===== src/hw/rtl/hhd_pkg.sv =====
// shared types and constants for the http audio header detector
// pattern texts, digit phase codes and request structs
// no dependencies
package hhd_pkg;

  localparam int unsigned HistDepth = 23;
  localparam int unsigned TypeLen   = 24;
  localparam int unsigned LenLen    = 16;

  localparam logic [7:0] TypeText [TypeLen] = '{
    8'h43, 8'h6f, 8'h6e, 8'h74, 8'h65, 8'h6e, 8'h74, 8'h2d, 8'h54, 8'h79, 8'h70, 8'h65,
    8'h3a, 8'h20, 8'h61, 8'h75, 8'h64, 8'h69, 8'h6f, 8'h2f, 8'h6d, 8'h70, 8'h65, 8'h67
  };

  localparam logic [7:0] LenText [LenLen] = '{
    8'h43, 8'h6f, 8'h6e, 8'h74, 8'h65, 8'h6e, 8'h74, 8'h2d,
    8'h4c, 8'h65, 8'h6e, 8'h67, 8'h74, 8'h68, 8'h3a, 8'h20
  };

  localparam logic [7:0] CharSpace = 8'h20;
  localparam logic [7:0] CharTab   = 8'h09;
  localparam logic [7:0] CharZero  = 8'h30;
  localparam logic [7:0] CharNine  = 8'h39;

  localparam logic [1:0] PhIdle   = 2'd0;
  localparam logic [1:0] PhBlank  = 2'd1;
  localparam logic [1:0] PhDigits = 2'd2;
  localparam logic [1:0] PhDone   = 2'd3;

  typedef struct packed {
    logic [7:0] data_byte;
    logic       last_byte;
  } hhd_in_t;

  typedef struct packed {
    logic        found;
    logic [31:0] content_length;
  } hhd_out_t;

  typedef struct packed {
    logic type_hit;
    logic len_hit;
  } hhd_match_t;

  typedef struct packed {
    logic advance;
    logic reported;
    logic last;
  } hhd_win_ctrl_t;

endpackage


===== src/hw/rtl/hhd_matcher.sv =====
// sliding byte window and header text comparators
// depends on hhd_pkg
module hhd_matcher (
  input  logic                  clk_i,
  input  logic                  rst_ni,
  input  hhd_pkg::hhd_win_ctrl_t ctrl_i,
  input  logic [7:0]            cur_byte_i,
  output hhd_pkg::hhd_match_t   match_o
);

  logic [7:0] win_q [hhd_pkg::HistDepth];
  logic [7:0] win_d [hhd_pkg::HistDepth];
  logic [7:0] view  [hhd_pkg::HistDepth + 1];
  logic       type_ok;
  logic       len_ok;

  always_comb begin
    view[0] = cur_byte_i;
    for (int d = 1; d <= hhd_pkg::HistDepth; d++) begin
      view[d] = win_q[d-1];
    end
  end

  always_comb begin
    type_ok = 1'b1;
    for (int k = 0; k < hhd_pkg::TypeLen; k++) begin
      if (view[hhd_pkg::TypeLen-1-k] != hhd_pkg::TypeText[k]) begin
        type_ok = 1'b0;
      end
    end
    len_ok = 1'b1;
    for (int k = 0; k < hhd_pkg::LenLen; k++) begin
      if (view[hhd_pkg::LenLen-1-k] != hhd_pkg::LenText[k]) begin
        len_ok = 1'b0;
      end
    end
  end

  assign match_o.type_hit = type_ok;
  assign match_o.len_hit  = len_ok;

  always_comb begin
    win_d = win_q;
    if (ctrl_i.advance) begin
      if (ctrl_i.last) begin
        for (int i = 0; i < hhd_pkg::HistDepth; i++) begin
          win_d[i] = 8'h00;
        end
      end else if (!ctrl_i.reported) begin
        win_d[0] = cur_byte_i;
        for (int i = 1; i < hhd_pkg::HistDepth; i++) begin
          win_d[i] = win_q[i-1];
        end
      end
    end
  end

  always_ff @(posedge clk_i or negedge rst_ni) begin
    if (!rst_ni) begin
      for (int i = 0; i < hhd_pkg::HistDepth; i++) begin
        win_q[i] <= 8'h00;
      end
    end else begin
      win_q <= win_d;
    end
  end

endmodule


===== src/hw/rtl/hhd_parser.sv =====
// header flags, length digit parser and result register
// depends on hhd_pkg
module hhd_parser (
  input  logic                clk_i,
  input  logic                rst_ni,
  input  logic                in_valid_i,
  output logic                in_ready_o,
  input  hhd_pkg::hhd_in_t    in_req_i,
  input  hhd_pkg::hhd_match_t match_i,
  output logic                reported_o,
  output logic                out_valid_o,
  input  logic                out_ready_i,
  output hhd_pkg::hhd_out_t   out_req_o
);

  logic              type_seen_q, type_seen_d;
  logic              len_seen_q, len_seen_d;
  logic [1:0]        phase_q, phase_d;
  logic [31:0]       value_q, value_d;
  logic              reported_q, reported_d;
  logic              out_valid_q, out_valid_d;
  hhd_pkg::hhd_out_t out_q, out_d;

  logic        advance;
  logic        is_digit;
  logic        is_blank;
  logic [31:0] acc_base;
  logic [35:0] acc_sum;
  logic [31:0] acc_sat;
  logic        has_result;
  logic        res_found;
  logic [31:0] res_len;

  assign in_ready_o = !out_valid_q || out_ready_i;
  assign advance    = in_valid_i && in_ready_o;
  assign reported_o = reported_q;

  assign is_digit = (in_req_i.data_byte >= hhd_pkg::CharZero) &&
                    (in_req_i.data_byte <= hhd_pkg::CharNine);
  assign is_blank = (in_req_i.data_byte == hhd_pkg::CharSpace) ||
                    (in_req_i.data_byte == hhd_pkg::CharTab);

  // first digit restarts the value
  assign acc_base = (phase_q == hhd_pkg::PhBlank) ? 32'd0 : value_q;
  assign acc_sum  = {1'b0, acc_base, 3'b000} + {3'b000, acc_base, 1'b0} +
                    {32'd0, in_req_i.data_byte[3:0]};
  assign acc_sat  = (acc_sum[35:32] != 4'd0) ? 32'hffff_ffff : acc_sum[31:0];

  always_comb begin
    type_seen_d = type_seen_q;
    len_seen_d  = len_seen_q;
    phase_d     = phase_q;
    value_d     = value_q;
    reported_d  = reported_q;
    has_result  = 1'b0;
    res_found   = 1'b0;
    res_len     = 32'd0;

    if (advance && !reported_q) begin
      unique case (phase_q)
        hhd_pkg::PhBlank: begin
          if (is_digit) begin
            value_d = acc_sat;
            phase_d = hhd_pkg::PhDigits;
          end else if (!is_blank) begin
            phase_d = hhd_pkg::PhDone;
          end
        end
        hhd_pkg::PhDigits: begin
          if (is_digit) begin
            value_d = acc_sat;
          end else begin
            phase_d = hhd_pkg::PhDone;
          end
        end
        default: begin
        end
      endcase

      priority if (!type_seen_q && match_i.type_hit) begin
        type_seen_d = 1'b1;
      end else if (!len_seen_q && match_i.len_hit) begin
        len_seen_d = 1'b1;
        phase_d    = hhd_pkg::PhBlank;
        value_d    = 32'd0;
      end else begin
      end

      if (type_seen_d && len_seen_d &&
          (phase_d == hhd_pkg::PhDone || in_req_i.last_byte)) begin
        has_result = 1'b1;
        res_found  = 1'b1;
        res_len    = value_d;
        reported_d = 1'b1;
      end else if (in_req_i.last_byte) begin
        has_result = 1'b1;
      end
    end

    if (advance && in_req_i.last_byte) begin
      type_seen_d = 1'b0;
      len_seen_d  = 1'b0;
      phase_d     = hhd_pkg::PhIdle;
      value_d     = 32'd0;
      reported_d  = 1'b0;
    end
  end

  always_comb begin
    out_valid_d = out_valid_q && !out_ready_i;
    out_d       = out_q;
    if (advance && has_result) begin
      out_valid_d          = 1'b1;
      out_d.found          = res_found;
      out_d.content_length = res_len;
    end
  end

  // value is committed before the last-byte clear
  always_ff @(posedge clk_i or negedge rst_ni) begin
    if (!rst_ni) begin
      type_seen_q <= 1'b0;
      len_seen_q  <= 1'b0;
      phase_q     <= hhd_pkg::PhIdle;
      value_q     <= 32'd0;
      reported_q  <= 1'b0;
      out_valid_q <= 1'b0;
    end else begin
      type_seen_q <= type_seen_d;
      len_seen_q  <= len_seen_d;
      phase_q     <= phase_d;
      value_q     <= value_d;
      reported_q  <= reported_d;
      out_valid_q <= out_valid_d;
    end
  end

  always_ff @(posedge clk_i) begin
    out_q <= out_d;
  end

  assign out_valid_o = out_valid_q;
  assign out_req_o   = out_q;

endmodule


===== src/hw/rtl/http_audio_header_detector.sv =====
// top level of the http audio header detector
// input register feeding window matcher and length parser
// depends on hhd_pkg, hhd_matcher, hhd_parser
//
// usage
//   in channel: one payload byte per request, with last_byte on the final
//   byte of a packet payload. out channel: at most one request per payload,
//   found plus content_length (zero when not found).
//   a request is given as soon as both headers are seen and the digit run
//   after the length header ends, or at the last byte if none was given yet.
//   bytes after a report are consumed silently until the last byte.
// timing
//   one byte accepted per cycle while the receiver takes results; a result
//   passes the input register and then the output register.
//   throughput is set by the combinational compare and digit accumulate path.
// reset and stall
//   reset clears the window, header flags and the valid bits of both register stages.
//   while the receiver stalls the result is held; the input register still
//   takes one more byte if empty, then in_ready_o drops until the result is taken.
module http_audio_header_detector (
  input  logic              clk_i,
  input  logic              rst_ni,
  input  logic              in_valid_i,
  output logic              in_ready_o,
  input  hhd_pkg::hhd_in_t  in_req_i,
  output logic              out_valid_o,
  input  logic              out_ready_i,
  output hhd_pkg::hhd_out_t out_req_o
);

  logic                   s1_valid_q, s1_valid_d;
  hhd_pkg::hhd_in_t       s1_q;
  logic                   p_ready;
  logic                   p_reported;
  logic                   advance;
  hhd_pkg::hhd_match_t    match;
  hhd_pkg::hhd_win_ctrl_t win_ctrl;

  assign advance    = s1_valid_q && p_ready;
  assign in_ready_o = !s1_valid_q || p_ready;

  always_comb begin
    s1_valid_d = s1_valid_q && !advance;
    if (in_valid_i && in_ready_o) begin
      s1_valid_d = 1'b1;
    end
  end

  always_ff @(posedge clk_i or negedge rst_ni) begin
    if (!rst_ni) begin
      s1_valid_q <= 1'b0;
    end else begin
      s1_valid_q <= s1_valid_d;
    end
  end

  always_ff @(posedge clk_i) begin
    if (in_valid_i && in_ready_o) begin
      s1_q <= in_req_i;
    end
  end

  assign win_ctrl.advance  = advance;
  assign win_ctrl.reported = p_reported;
  assign win_ctrl.last     = s1_q.last_byte;

  hhd_matcher u_matcher (
    .clk_i      (clk_i),
    .rst_ni     (rst_ni),
    .ctrl_i     (win_ctrl),
    .cur_byte_i (s1_q.data_byte),
    .match_o    (match)
  );

  hhd_parser u_parser (
    .clk_i       (clk_i),
    .rst_ni      (rst_ni),
    .in_valid_i  (s1_valid_q),
    .in_ready_o  (p_ready),
    .in_req_i    (s1_q),
    .match_i     (match),
    .reported_o  (p_reported),
    .out_valid_o (out_valid_o),
    .out_ready_i (out_ready_i),
    .out_req_o   (out_req_o)
  );

endmodule


===== config.mk =====
export PLATFORM = sky130hd
export DESIGN_NAME = http_audio_header_detector
export DESIGN_NICKNAME = d
export VERILOG_FILES = /design/src/hw/rtl/hhd_pkg.sv /design/src/hw/rtl/hhd_matcher.sv /design/src/hw/rtl/hhd_parser.sv /design/src/hw/rtl/http_audio_header_detector.sv
export SDC_FILE = /design/constraint.sdc
export NUM_CORES = 1
export LEC_CHECK = 0
export ABC_AREA = 1
export BUFFER_PORTS_ARGS = -buffer_cell sky130_fd_sc_hd__buf_4
export CORE_ASPECT_RATIO = 1.4
export CORE_UTILIZATION = 25
export DETAILED_ROUTE_END_ITERATION = 10
export PLACE_DENSITY_LB_ADDON = 0.2
export SLEW_MARGIN = 20
export SYNTH_ARGS = -nofsm -noshare
export SYNTH_HDL_FRONTEND = slang
export SYNTH_HIERARCHICAL = 1
export SYNTH_SLANG_ARGS = --single-unit

===== constraint.sdc =====
create_clock -name clk_i -period 3.6 [get_ports clk_i]
set_clock_uncertainty 0.15 [all_clocks]
set_input_delay 0.9 -clock clk_i [delete_from_list [all_inputs] [get_ports clk_i]]
set_output_delay 0.9 -clock clk_i [all_outputs]
set_load 0.02 [all_outputs]

* After elaboration in Yosys (flattened, before gate mapping)
Cells that the tools add are included.
Storage, ports and cells: register bits after elaboration 265, output and inout bits 35, word-level logic and storage cells 191
Operators by class: $add $sub $neg 2, order comparisons 2, equality and inequality tests 46, mux-type cells 77, reductions and logical operators 30
Operators by type and width (number):
- 184-bit 2-to-1 mux | 2
- 8-bit by 7-bit != test with 1-bit output (second input constant) | 33
- 32-bit 2-to-1 mux | 8
- 1-bit 2-to-1 mux | 58
- 8-bit by 6-bit != test with 1-bit output (second input constant) | 7
- 35-bit by 33-bit adder with 36-bit output | 1
- 36-bit by 4-bit adder with 36-bit output | 1
- 2-bit 2-to-1 mux | 8
- 1-bit logical AND | 12
- 8-bit by 4-bit equality test with 1-bit output (second input constant) | 1
- 8-bit by 6-bit equality test with 1-bit output (second input constant) | 1
- 8-bit by 6-bit greater-or-equal comparator with 1-bit output (second input constant) | 1
- 8-bit by 6-bit <= comparator with 1-bit output (second input constant) | 1
- 1-bit zero test | 7
- 2-bit AND reduction | 3
- 2-bit equality test (second input constant) | 2
- 1-bit logical OR | 4
- 2-bit one-hot mux with 2 select lines | 1
- 2-bit nonzero test | 2
- 4-bit nonzero test | 1
- 2-bit by 1-bit equality test with 1-bit output (second input constant) | 1
- 2-bit != test (second input constant) | 1
- 2-bit OR reduction | 1

* Depth between registers and ports, before layout
Gate-level depths: netlist (run 1).
word-level depth 35, mapped depth 25, mapped depth without buffers 22

* Hierarchy
Netlist (run 1), hierarchy kept.
By module, submodules not included:
- hhd_matcher | instances 1, cells an instance 1003, area each 8351.8 sq um, sequential area each 4604.4 sq um
- hhd_parser | instances 1, cells an instance 960, area each 6543.8 sq um, sequential area each 1941.9 sq um
- http_audio_header_detector | instances 1, cells an instance 17, area each 322.8 sq um, sequential area each 295.3 sq um

* Worst setup path before layout (run 1)
Ideal clock, no wire load.
path kind input-to-reg, from input port out_ready_i, to register u_parser.out_q (netlist bit u_parser/out_req_o[0]), enable pin, setup time 0.469 ns, data arrival time 3.674 ns, data required time 2.981 ns, path slack -0.693 ns, cell stages on the path 6, cell sequence inv_1 > nand2_1 > nand2_1 > nor2_1 > inv_2 > o21ai_0
Between the ends: cells in the longest elaborated chain, start to end 5
RTL lines:
- start: declaration | RTL line http_audio_header_detector.sv:27 | input logic out_ready_i,
- 1-bit logical OR (*) | RTL line hhd_parser.sv:34 | assign in_ready_o = !out_valid_q || out_ready_i;
- via p_ready | RTL line http_audio_header_detector.sv:33 | logic p_ready;
- 1-bit logical AND (*) | RTL line hhd_parser.sv:35 | assign advance = in_valid_i && in_ready_o;
- 1-bit logical AND | RTL line hhd_parser.sv:59 | if (advance && !reported_q) begin
- 1-bit 2-to-1 mux | RTL line hhd_parser.sv:59
- 1-bit logical AND (*) | RTL line hhd_parser.sv:112 | if (advance && has_result) begin
- end signal: assignment | RTL line hhd_parser.sv:139 | out_q <= out_d;
- end: declaration | RTL line hhd_parser.sv:22 | hhd_pkg::hhd_out_t out_q, out_d;
Mark *: on every way through the listed nets, which the timed path passes. The rest lies on a longest branch. A chain may end at the register's enable or synchronous reset.

* Final worst setup path (run 1)
from register u_parser.phase_q[1], to register u_parser.out_q (netlist bit u_parser/out_req_o[16]), data pin
Between the ends: cells in the longest elaborated chain, start to end 10, elaborated cells on any way between the ends 23, those cells by class add/sub: 2; eq/ne: 3; mux: 13; reduce/logical: 5
RTL lines:
- start: declaration | RTL line hhd_parser.sv:18 | logic [1:0] phase_q, phase_d;
- start signal: assignment | RTL line hhd_parser.sv:124 | phase_q <= hhd_pkg::PhIdle;
- start signal: assignment | RTL line hhd_parser.sv:131 | phase_q <= phase_d;
- 2-bit by 1-bit equality test with 1-bit output or 2-bit 2-to-1 mux (tied branches) | RTL line hhd_parser.sv:44, hhd_parser.sv:60, hhd_parser.sv:65
- 32-bit 2-to-1 mux or 2-bit 2-to-1 mux (tied branches) | RTL line hhd_parser.sv:44, hhd_parser.sv:62
- 35-bit by 33-bit adder with 36-bit output or 2-bit one-hot mux with 2 select lines (tied branches) | RTL line hhd_parser.sv:45, hhd_parser.sv:60
- 36-bit by 4-bit adder with 36-bit output or 2-bit 2-to-1 mux (tied branches) | RTL line hhd_parser.sv:45, hhd_parser.sv:82
- 4-bit nonzero test or 2-bit 2-to-1 mux (tied branches) | RTL line hhd_parser.sv:47, hhd_parser.sv:80
- 32-bit 2-to-1 mux or 2-bit 2-to-1 mux (tied branches) | RTL line hhd_parser.sv:47, hhd_parser.sv:59
- 32-bit 2-to-1 mux or 2-bit equality test (tied branches) | RTL line hhd_parser.sv:62, hhd_parser.sv:70, hhd_parser.sv:90
- 32-bit 2-to-1 mux or 1-bit logical OR (tied branches)
- 32-bit 2-to-1 mux or 1-bit logical AND (tied branches) | RTL line hhd_parser.sv:82, hhd_parser.sv:89
- 32-bit 2-to-1 mux or 2-bit AND reduction (tied branches)
Parallel ways exist; a longest one is shown, timed or not. The select of a mux whose other input is x is not followed.

==> impl_results.md, run 1 <==
* Status: finished, violations left
* Violations in the final reports: negative setup slack
* Synth Warn # at 6
* Inst Count DP at 2,898
* Fillers at 6,401
* Met1 GRT Util at 16.7%
* Met3 global-route usage at 1.36%
* Most used cell, CP: nand2_4
* Initial antenna violation count at 0
* Top-area cell type share of the netlist area at between 30% and 40%
* Synthesized cell area at 0.0152 sq mm
* Grt peak-use layer: met2
* Slowest library cell on the worst path: fa_1
* Nature of the critical path endpoint: flip-flop
* CP required at 3760 ps
* Final GP Congestion at 0.859
* First-iteration detailed-routing DRC count at 736
* Nets at 2,223
* Row cnt at 106
* H-tree depth at 1
* Part of the cycle the worst path needs at 102%
* Total gr overflow at 0
* DP Wirelength at 33,100 microns
* Grt met2 use at 29.1%
* Leakage Power at ~8.6 nW
* Final count of hold timing violations at 0
* Chip Height at 294 microns
* Initial Util at between 20% and 30%
* Worst Path Arrival at 3830 ps
* Sw frac at 25.5%
* Cts hold-fix bufs at 0
* Clk Latency, worst-skew pair at 600 ps
* Seq/Total Area, Yosys at between 40% and 50%
* Vias in the first global route at 13,400
* Post-DRT Antenna Nets at 0
* First-pass GRT wire length at a little over 70,000 microns
* Critical-path cell list: inv_2 -> ha_4 -> buf_6 -> nor2_4 -> fa_1 -> inv_2 -> fa_2 -> inv_2 -> nand2_2 -> nand2_2 -> nand3_2 -> nand2_4 -> nand2_4 -> nand2_4 -> nand2_4 -> nand3_4 -> nand2_4 -> nor2_4 -> buf_12 -> buf_12 -> nand4_1 -> nand2_1 -> nor2_1
* Synthesized area per cell at 7.69 sq um
* Clock tree buffer depth at 3
* Hold Crit Class: primary input to async pin
* Port Buf Inserts at 47
* Crit path time final at 3670 ps
* Final WL at 47,900 microns
* Synthesized net count at 2,061
* CTS Sinks at 265
* Worst slew margin at approximately 48%
* Core area at about 0.06 sq mm
* Stages on the worst setup path at 23
* Sw Pwr at 1.79 mW
* Synth area leader: dfrtp_1
* Unrepaired setup endpoints after global routing: true
* Die Area at about 0.062 sq mm
* VDD IR max at 0.275 mV
* Gate Count Post-Synth at 1,980
* Synth area leaders: dfrtp_1 (37%), nand2_1 (9.4%), edfxtp_1 (8.3%), inv_1 (8.2%), nand3_1 (7.9%)
* Crit-path max cell delay at 560 ps
* Family with the most delay on the worst path: adder cells
* Clock transition at the registers of the reported paths at around 70 ps
* FFs w/ async S/R, synth at 84.2%
* IO Count at 48
* Clock share of power at 46.7%
* DRC errors left at 0
* Final worst slack at -67.4 ps
* EDFF count, synth at 42
* CP Launch Type: flip-flop
* Worst-case reg-to-reg path depth at 23
* Power per cell area at 351 mW/mm^2
* Via/cell ratio at 4.47
* CP max FO at 7
* Fraction of layout cells with a size suffix above 1 at a little under a quarter
* Root Driver: clkbuf_16
* FF+latch count, synth at approximately 270
* Top FF cell, synth: dfrtp_1
* Total CTS buffers at 30
* Area occupied by multi-input gates at slightly below 0.008 sq mm
* Least-Margin Pin Slew at between 700 and 800 ps
* Routed via count at ~13,000
* Layout area overhead at 31.0%
* Share of power burned in combinational logic at 7.6%
* Distinct cells, synth at 41
* Peak Freq at about 0.27 GHz
* Routed WL per cell at 16.1 microns
* Die width at 211 microns
* Reg area at ~0.007 sq mm
* Largest net degree at the start of global routing at 97
* CTS tree: yes
* Final core utilization at 33.3%
* GRT Total Usage at 14.9%
* Buffers plus inverters on the worst setup path at 6
* Final setup violating endpoints at 18
* Max cap viols at 0
* # diodes at 0
* Flop pwr share at 45.7%
* Final max-slew violation count at 0
* Fin cells at around 3,000
* Cell internal pwr at 5.21 mW
* First-pass DRT Iterations at 5
* Crit Path Class: flip-flop to flip-flop
logic make-up after synthesis:
group	Yosys count	synth area share [%]
adders and majority gates	68	5.69
buffers and inverters	423	11.9
AOI/OAI and AO/OA	291	9.89
DFF	265	45.0
and+or+nand+nor	918	26.7
xor gates and xnor gates	15	0.863
power by group through the flow:
stage                     Clock [mW]  Sequential, mW  Combinational, mW
after CTS                       3.37            3.20              0.542
after global routing            3.48            3.21              0.595
after floorplan                    0            3.26              0.307
after detailed placement           0            3.26              0.539
final                           3.27            3.20              0.531
after global placement             0            3.26              0.538
path summary, 6_finish.rpt:
path,from,end,slack (ps)
max in group asynchronous,rst_ni,u_parser/value_q[17]$_DFFE_PN0P_,2260
min reg2reg,u_parser/value_q[16]$_DFFE_PN0P_,u_parser/value_q[16]$_DFFE_PN0P_,330
min in group clk_i,in_req_i[7],s1_q[7]$_DFFE_PP_,320
max reg2reg,u_parser/phase_q[1]$_DFFE_PN0P_,u_parser/out_req_o[16]$_SDFFCE_PN0P_,-70
max,u_parser/phase_q[1]$_DFFE_PN0P_,u_parser/out_req_o[16]$_SDFFCE_PN0P_,-70
min,rst_ni,u_matcher/view[135]$_DFFE_PN0P_,150
flip-flops by register name, summed over array words and instances, names as in the netlist:
name,flops
u_parser/phase_q,2
u_parser/reported_o,1
u_parser/out_valid_o,1
u_parser/type_seen_q,1
s1_valid_q,1
u_parser/out_req_o,33
u_matcher/view,184
u_parser/len_seen_q,1
u_parser/value_q,32
s1_q,9
through the flow:
stage / worst slack, ps / hold WS [ps] / power [mW] / setup TNS [ps] / area, sq um
CTS: -102 / 151 / 7.11 / -728 / 18500
finish: -67.4 / 148 / 7.00 / -497 / 19900
detailed placement: -186 / 315 / 3.80 / -5630 / 17400
global placement: -214 / 314 / 3.80 / -5690 / 17400
global route: -215 / 169 / 7.28 / -6530 / 19900
floorplan: 83.7 / 299 / 3.57 / 0 / 15200
area by class of cell:
| cell class | count | area share (%) |
|---|---|---|
| multi-input cells | 1292 | 38.9 |
| flip-flops and latches | 265 | 34.3 |
| repair buffers | 218 | 9.97 |
| inverters | 335 | 6.33 |
| well taps | 810 | 5.08 |
| clock buffers | 43 | 4.47 |
| clock inverters | 12 | 0.873 |
synth_stat cells, types with 2 or more instances:
library cell	count
buf_2	39
o21ai_1	13
o21bai_1	3
fa_1	2
inv_2	4
dfrtp_1	223
xor2_1	7
nand2_2	15
clkbuf_8	5
nor3_2	3
o21ai_0	199
clkbuf_1	13
nand4_2	2
edfxtp_1	42
nor2_4	4
a21oi_1	66
buf_6	6
a21oi_2	4
ha_1	66
buf_1	3
buf_4	20
nand3_1	239
xnor2_1	8
nand2_1	381
inv_1	331
nand4_1	54
nand3b_1	7
dlygate4sd1_1	2
nor2_1	195
nor3_1	13
layer usage:
metal / wire length (microns) / vias to the layer above / part of all wire, %
li1: - / 6691 / -
met1: 18500 / 6338 / 39
met2: 26200 / 182 / 55
met3: 1090 / 92 / 2.3
met4: 2120 / 0 / 4.4
met5: 0 / - / 0
cell usage in the layout (no fill, tap or decap), drive strengths merged, types with 3 or more instances in the layout:
cell	netlist	final
dfrtp	223	223
ha	66	66
clkbuf	18	48
buf	68	213
nand3b	7	7
xor2	7	7
nand4	56	56
o21bai	3	3
nand3	240	240
bufinv	0	3
clkinv	0	7
nand2	396	396
inv	335	336
edfxtp	42	42
o21ai	212	212
xnor2	8	8
nor3	16	16
a21oi	70	70
nor2	200	200
what timing repair did:
| action | 4_1_cts | 5_1_grt |
|---|---|---|
| pin swaps | 2 | 75 |
| gates cloned | 0 | 7 |
| buffers inserted | 0 | 15 |
| gates resized for setup | 10 | 233 |
| setup endpoints to repair | 63 | 64 |
Power figures use the tool's default switching activity.
==> run 2, diff against run 1 <==
- SYNTH_HIERARCHICAL: 1 -> not set
==> impl_results.md, run 2 <==
* Nets at 2,156
* # diodes at 0
* Most common cell after layout, fill and taps aside: nand2_1
* Met3 WL at 1450 microns
* Synthesized cell area at approximately 0.015 sq mm
* Top-area cell type share of the netlist area at 37.7%
* Most common cell in the netlist: nand2_1
* Initial Util at between 20% and 30%
* Final GP Congestion at 0.895
* Clock tree buffer depth at 3
* Share of power burned in combinational logic at 9.3%
* Port Buf Inserts at 47
* Inst Count DP at 2,767
* Final WL at 47,000 microns
* Routed WL per cell at 16.5 microns
* Die width at between 200 and 250 microns
* Overall power at 7.05 mW
* Power per cell area at about 360 mW/mm^2
* Crit path time final at between 3000 and 4000 ps
* CP required at 3780 ps
* H-tree depth at 1
* Clock share of power at 45.9%
* First-iteration detailed-routing DRC count at 770
* First-pass GRT wire length at 73,400 microns
* Synth area leaders: dfrtp_1 (38%), nand2_1 (11%), inv_1 (9.4%), edfxtp_1 (8.5%), o22ai_1 (7.6%)
* Reg area at 0.00684 sq mm
* CP max FO at 7
* Status: finished clean
* FF+latch count, synth at 265
* Chip Height at 290 microns
* Largest net degree at the start of global routing at 95
* Max cap viols at 0
* R2R Path Start: u_parser.phase_q[0]$_DFFE_PN0P_
* Max FFs per register at approximately 180
* CTS tree: yes
* Synth cell count leaders: nand2_1 (419), inv_1 (370), dfrtp_1 (223)
* Worst slew margin at 40.4%
* DP Wirelength at 33,000 microns
* Final worst slack at about 17 ps
* Final max-slew violation count at 0
* FFs w/ async S/R, synth at about 84%
* Gate Count Post-Synth at 1,881
* Initial antenna violation count at 1
* Total CTS buffers at 29
* Die Area at approximately 0.060 sq mm
* Top FF cell, synth: dfrtp_1
* Synthesized area per cell at 7.86 sq um
* Routed via count at 12,900
* GRT Total Usage at 15.6%
* Sw Pwr at between 1.5 and 2 mW
* Nature of the critical path endpoint: flip-flop
* Most used cell, CP: nand2_2
* Critical-path cell list: ha_4 -> buf_12 -> nor2_4 -> fa_2 -> fa_2 -> nand2_2 -> nand2_2 -> nand3_2 -> nand2_2 -> nand2_2 -> nand2_2 -> nand2_2 -> nand2_1 -> nand2_1 -> nand2_2 -> nor2_8 -> buf_12 -> clkbuf_16 -> nand3_2 -> nand2_1 -> nor2_1
* Root Driver: clkbuf_16
* Crit-path max cell delay at 480 ps
* Layout area overhead at 32.2%
* Fillers at 6,160
* Seq/Total Area, Yosys at 46.3%
* Flop pwr share at about 45%
* Part of the cycle the worst path needs at between 90% and 100%
* Post-DRT Antenna Nets at 0
* Worst-case reg-to-reg path depth at 21
* Unrepaired setup endpoints after global routing: true
* Post-Layout Inst Area at 0.0195 sq mm
* Distinct cells, synth at 32
* Area occupied by multi-input gates at between 0.007 and 0.008 sq mm
* Top Layer Used: met4
* Met2 routed WL at 26,000 microns
* Total gr overflow at 0
* CTS Sinks at 265
* Placed cell area at 0.0171 sq mm
* Clk Latency, worst-skew pair at 600 ps
* Peak Freq at 0.279 GHz
* Sw frac at 26.0%
* Cell internal pwr at about 5.2 mW
* Crit Path Class: flip-flop to flip-flop
* Core area at 0.0585 sq mm
* Hold Crit Class: primary input to async pin
* Synth area leader: dfrtp_1
* Synthesized net count at 1,962
* CP Launch Type: flip-flop
* DRC errors left at 0
* Vias in the first global route at 13,700
* Leakage Power at between 9 and 10 nW
* Origin of the worst setup path: u_parser.phase_q[0]$_DFFE_PN0P_
* Fraction of layout cells with a size suffix above 1 at 24.5%
* Worst Path Arrival at 3760 ps
* Metal-1 WL at 18,100 microns
* Least-Margin Pin Slew at 893 ps
* Most frequent cells in the layout: nand2_1 (371), inv_1 (362), dfrtp_1 (223)
* EDFF count, synth at 42
* Final count of hold timing violations at 0
* Slowest library cell on the worst path: fa_2
* Fin cells at about 2,800
* Fin Setup TNS at 0 ps
* VDD IR max at 0.398 mV
* Clock transition at the registers of the reported paths at around 60 ps
* Row cnt at between 100 and 150
* DP Worst Slack at -264 ps
* Final setup violating endpoints at 0
* IO Count at 48
* First-pass DRT Iterations at 5
* Synth Warn # at 0
* Via/cell ratio at 4.54
run 2: cell count changes after synthesis, sizes merged, moves of 6 or more:
cell	before	now
nand3	240	110
a21oi	70	34
xor2	7	13
xnor2	8	0
nor3	16	43
o22ai	0	179
o21ai	212	45
buf	68	19
nand4	56	21
clkbuf	18	50
nand2	396	434
inv	335	375
nand3b	7	1
run 2: repair_timing:
item                       4_1_cts  5_1_grt
hold buffers                     0        0
buffers inserted                15        6
pin swaps                       23       37
gates cloned                     4        3
gates resized for setup        127       94
hold endpoints to repair         0        0
setup endpoints to repair       64       64
run 2: cell families after synthesis:
kind of cell               after synthesis  share of synthesized area (%)
AOI/OAI and AO/OA                      267                           10.8
xor gates and xnor gates                13                          0.770
adders and majority gates               68                           5.86
buffers and inverters                  444                           11.7
DFF                                    265                           46.3
and+or+nand+nor                        824                           24.6
run 2: cell type report:
| class | count | area share, % |
|---|---|---|
| multi-input combinational | 1172 | 36.8 |
| sequential | 265 | 35.0 |
| clock buffer | 44 | 4.90 |
| clock inverter | 10 | 0.499 |
| inverter | 375 | 7.25 |
| tap | 749 | 4.79 |
| timing repair buffer | 232 | 10.7 |
run 2: worst paths after layout:
path                                                         to  slack [ps]
hold reg to reg                   u_matcher.view[0]$_DFFE_PN0P_         340
max in group asynchronous      u_parser.value_q[13]$_DFFE_PN0P_        2270
min in group clk_i                u_matcher.view[0]$_DFFE_PN0P_         340
setup reg to reg           u_parser.out_req_o[19]$_SDFFCE_PN0P_          20
hold / removal                   u_matcher.view[70]$_DFFE_PN0P_         180
setup / recovery           u_parser.out_req_o[19]$_SDFFCE_PN0P_          20
run 2: power groups by stage:
stage          registers (mW)  logic, mW  clock network (mW)
2_1_floorplan            3.24      0.320                   0
3_3_place_gp             3.22      0.655                   0
3_5_place_dp             3.22      0.658                   0
4_1_cts                  3.17      0.661                3.35
5_1_grt                  3.17      0.715                3.45
6_report                 3.16      0.653                3.23
run 2: critical path: cells and delay by family, from the launching register on:
family	cells	cell delay [ps]
adders and majority gates	3	1100
buffers and inverters	3	460
DFF	1	410
and+or+nand+nor	15	1180
run 2: metrics by stage:
stage / hold WS [ps] / utilization, %
6_report: 175 / 33.4
5_1_grt: 234 / 33.4
4_1_cts: 203 / 32.6
3_5_place_dp: 329 / 29.3
3_3_place_gp: 319 / 29.3
2_1_floorplan: 303 / -
run 2: per-layer routing:
metal  up-vias  track usage [%]
met5         -                0
met4         0             5.82
met1      6234             16.5
met2       189             31.3
li1       6430                -
met3        81             1.70
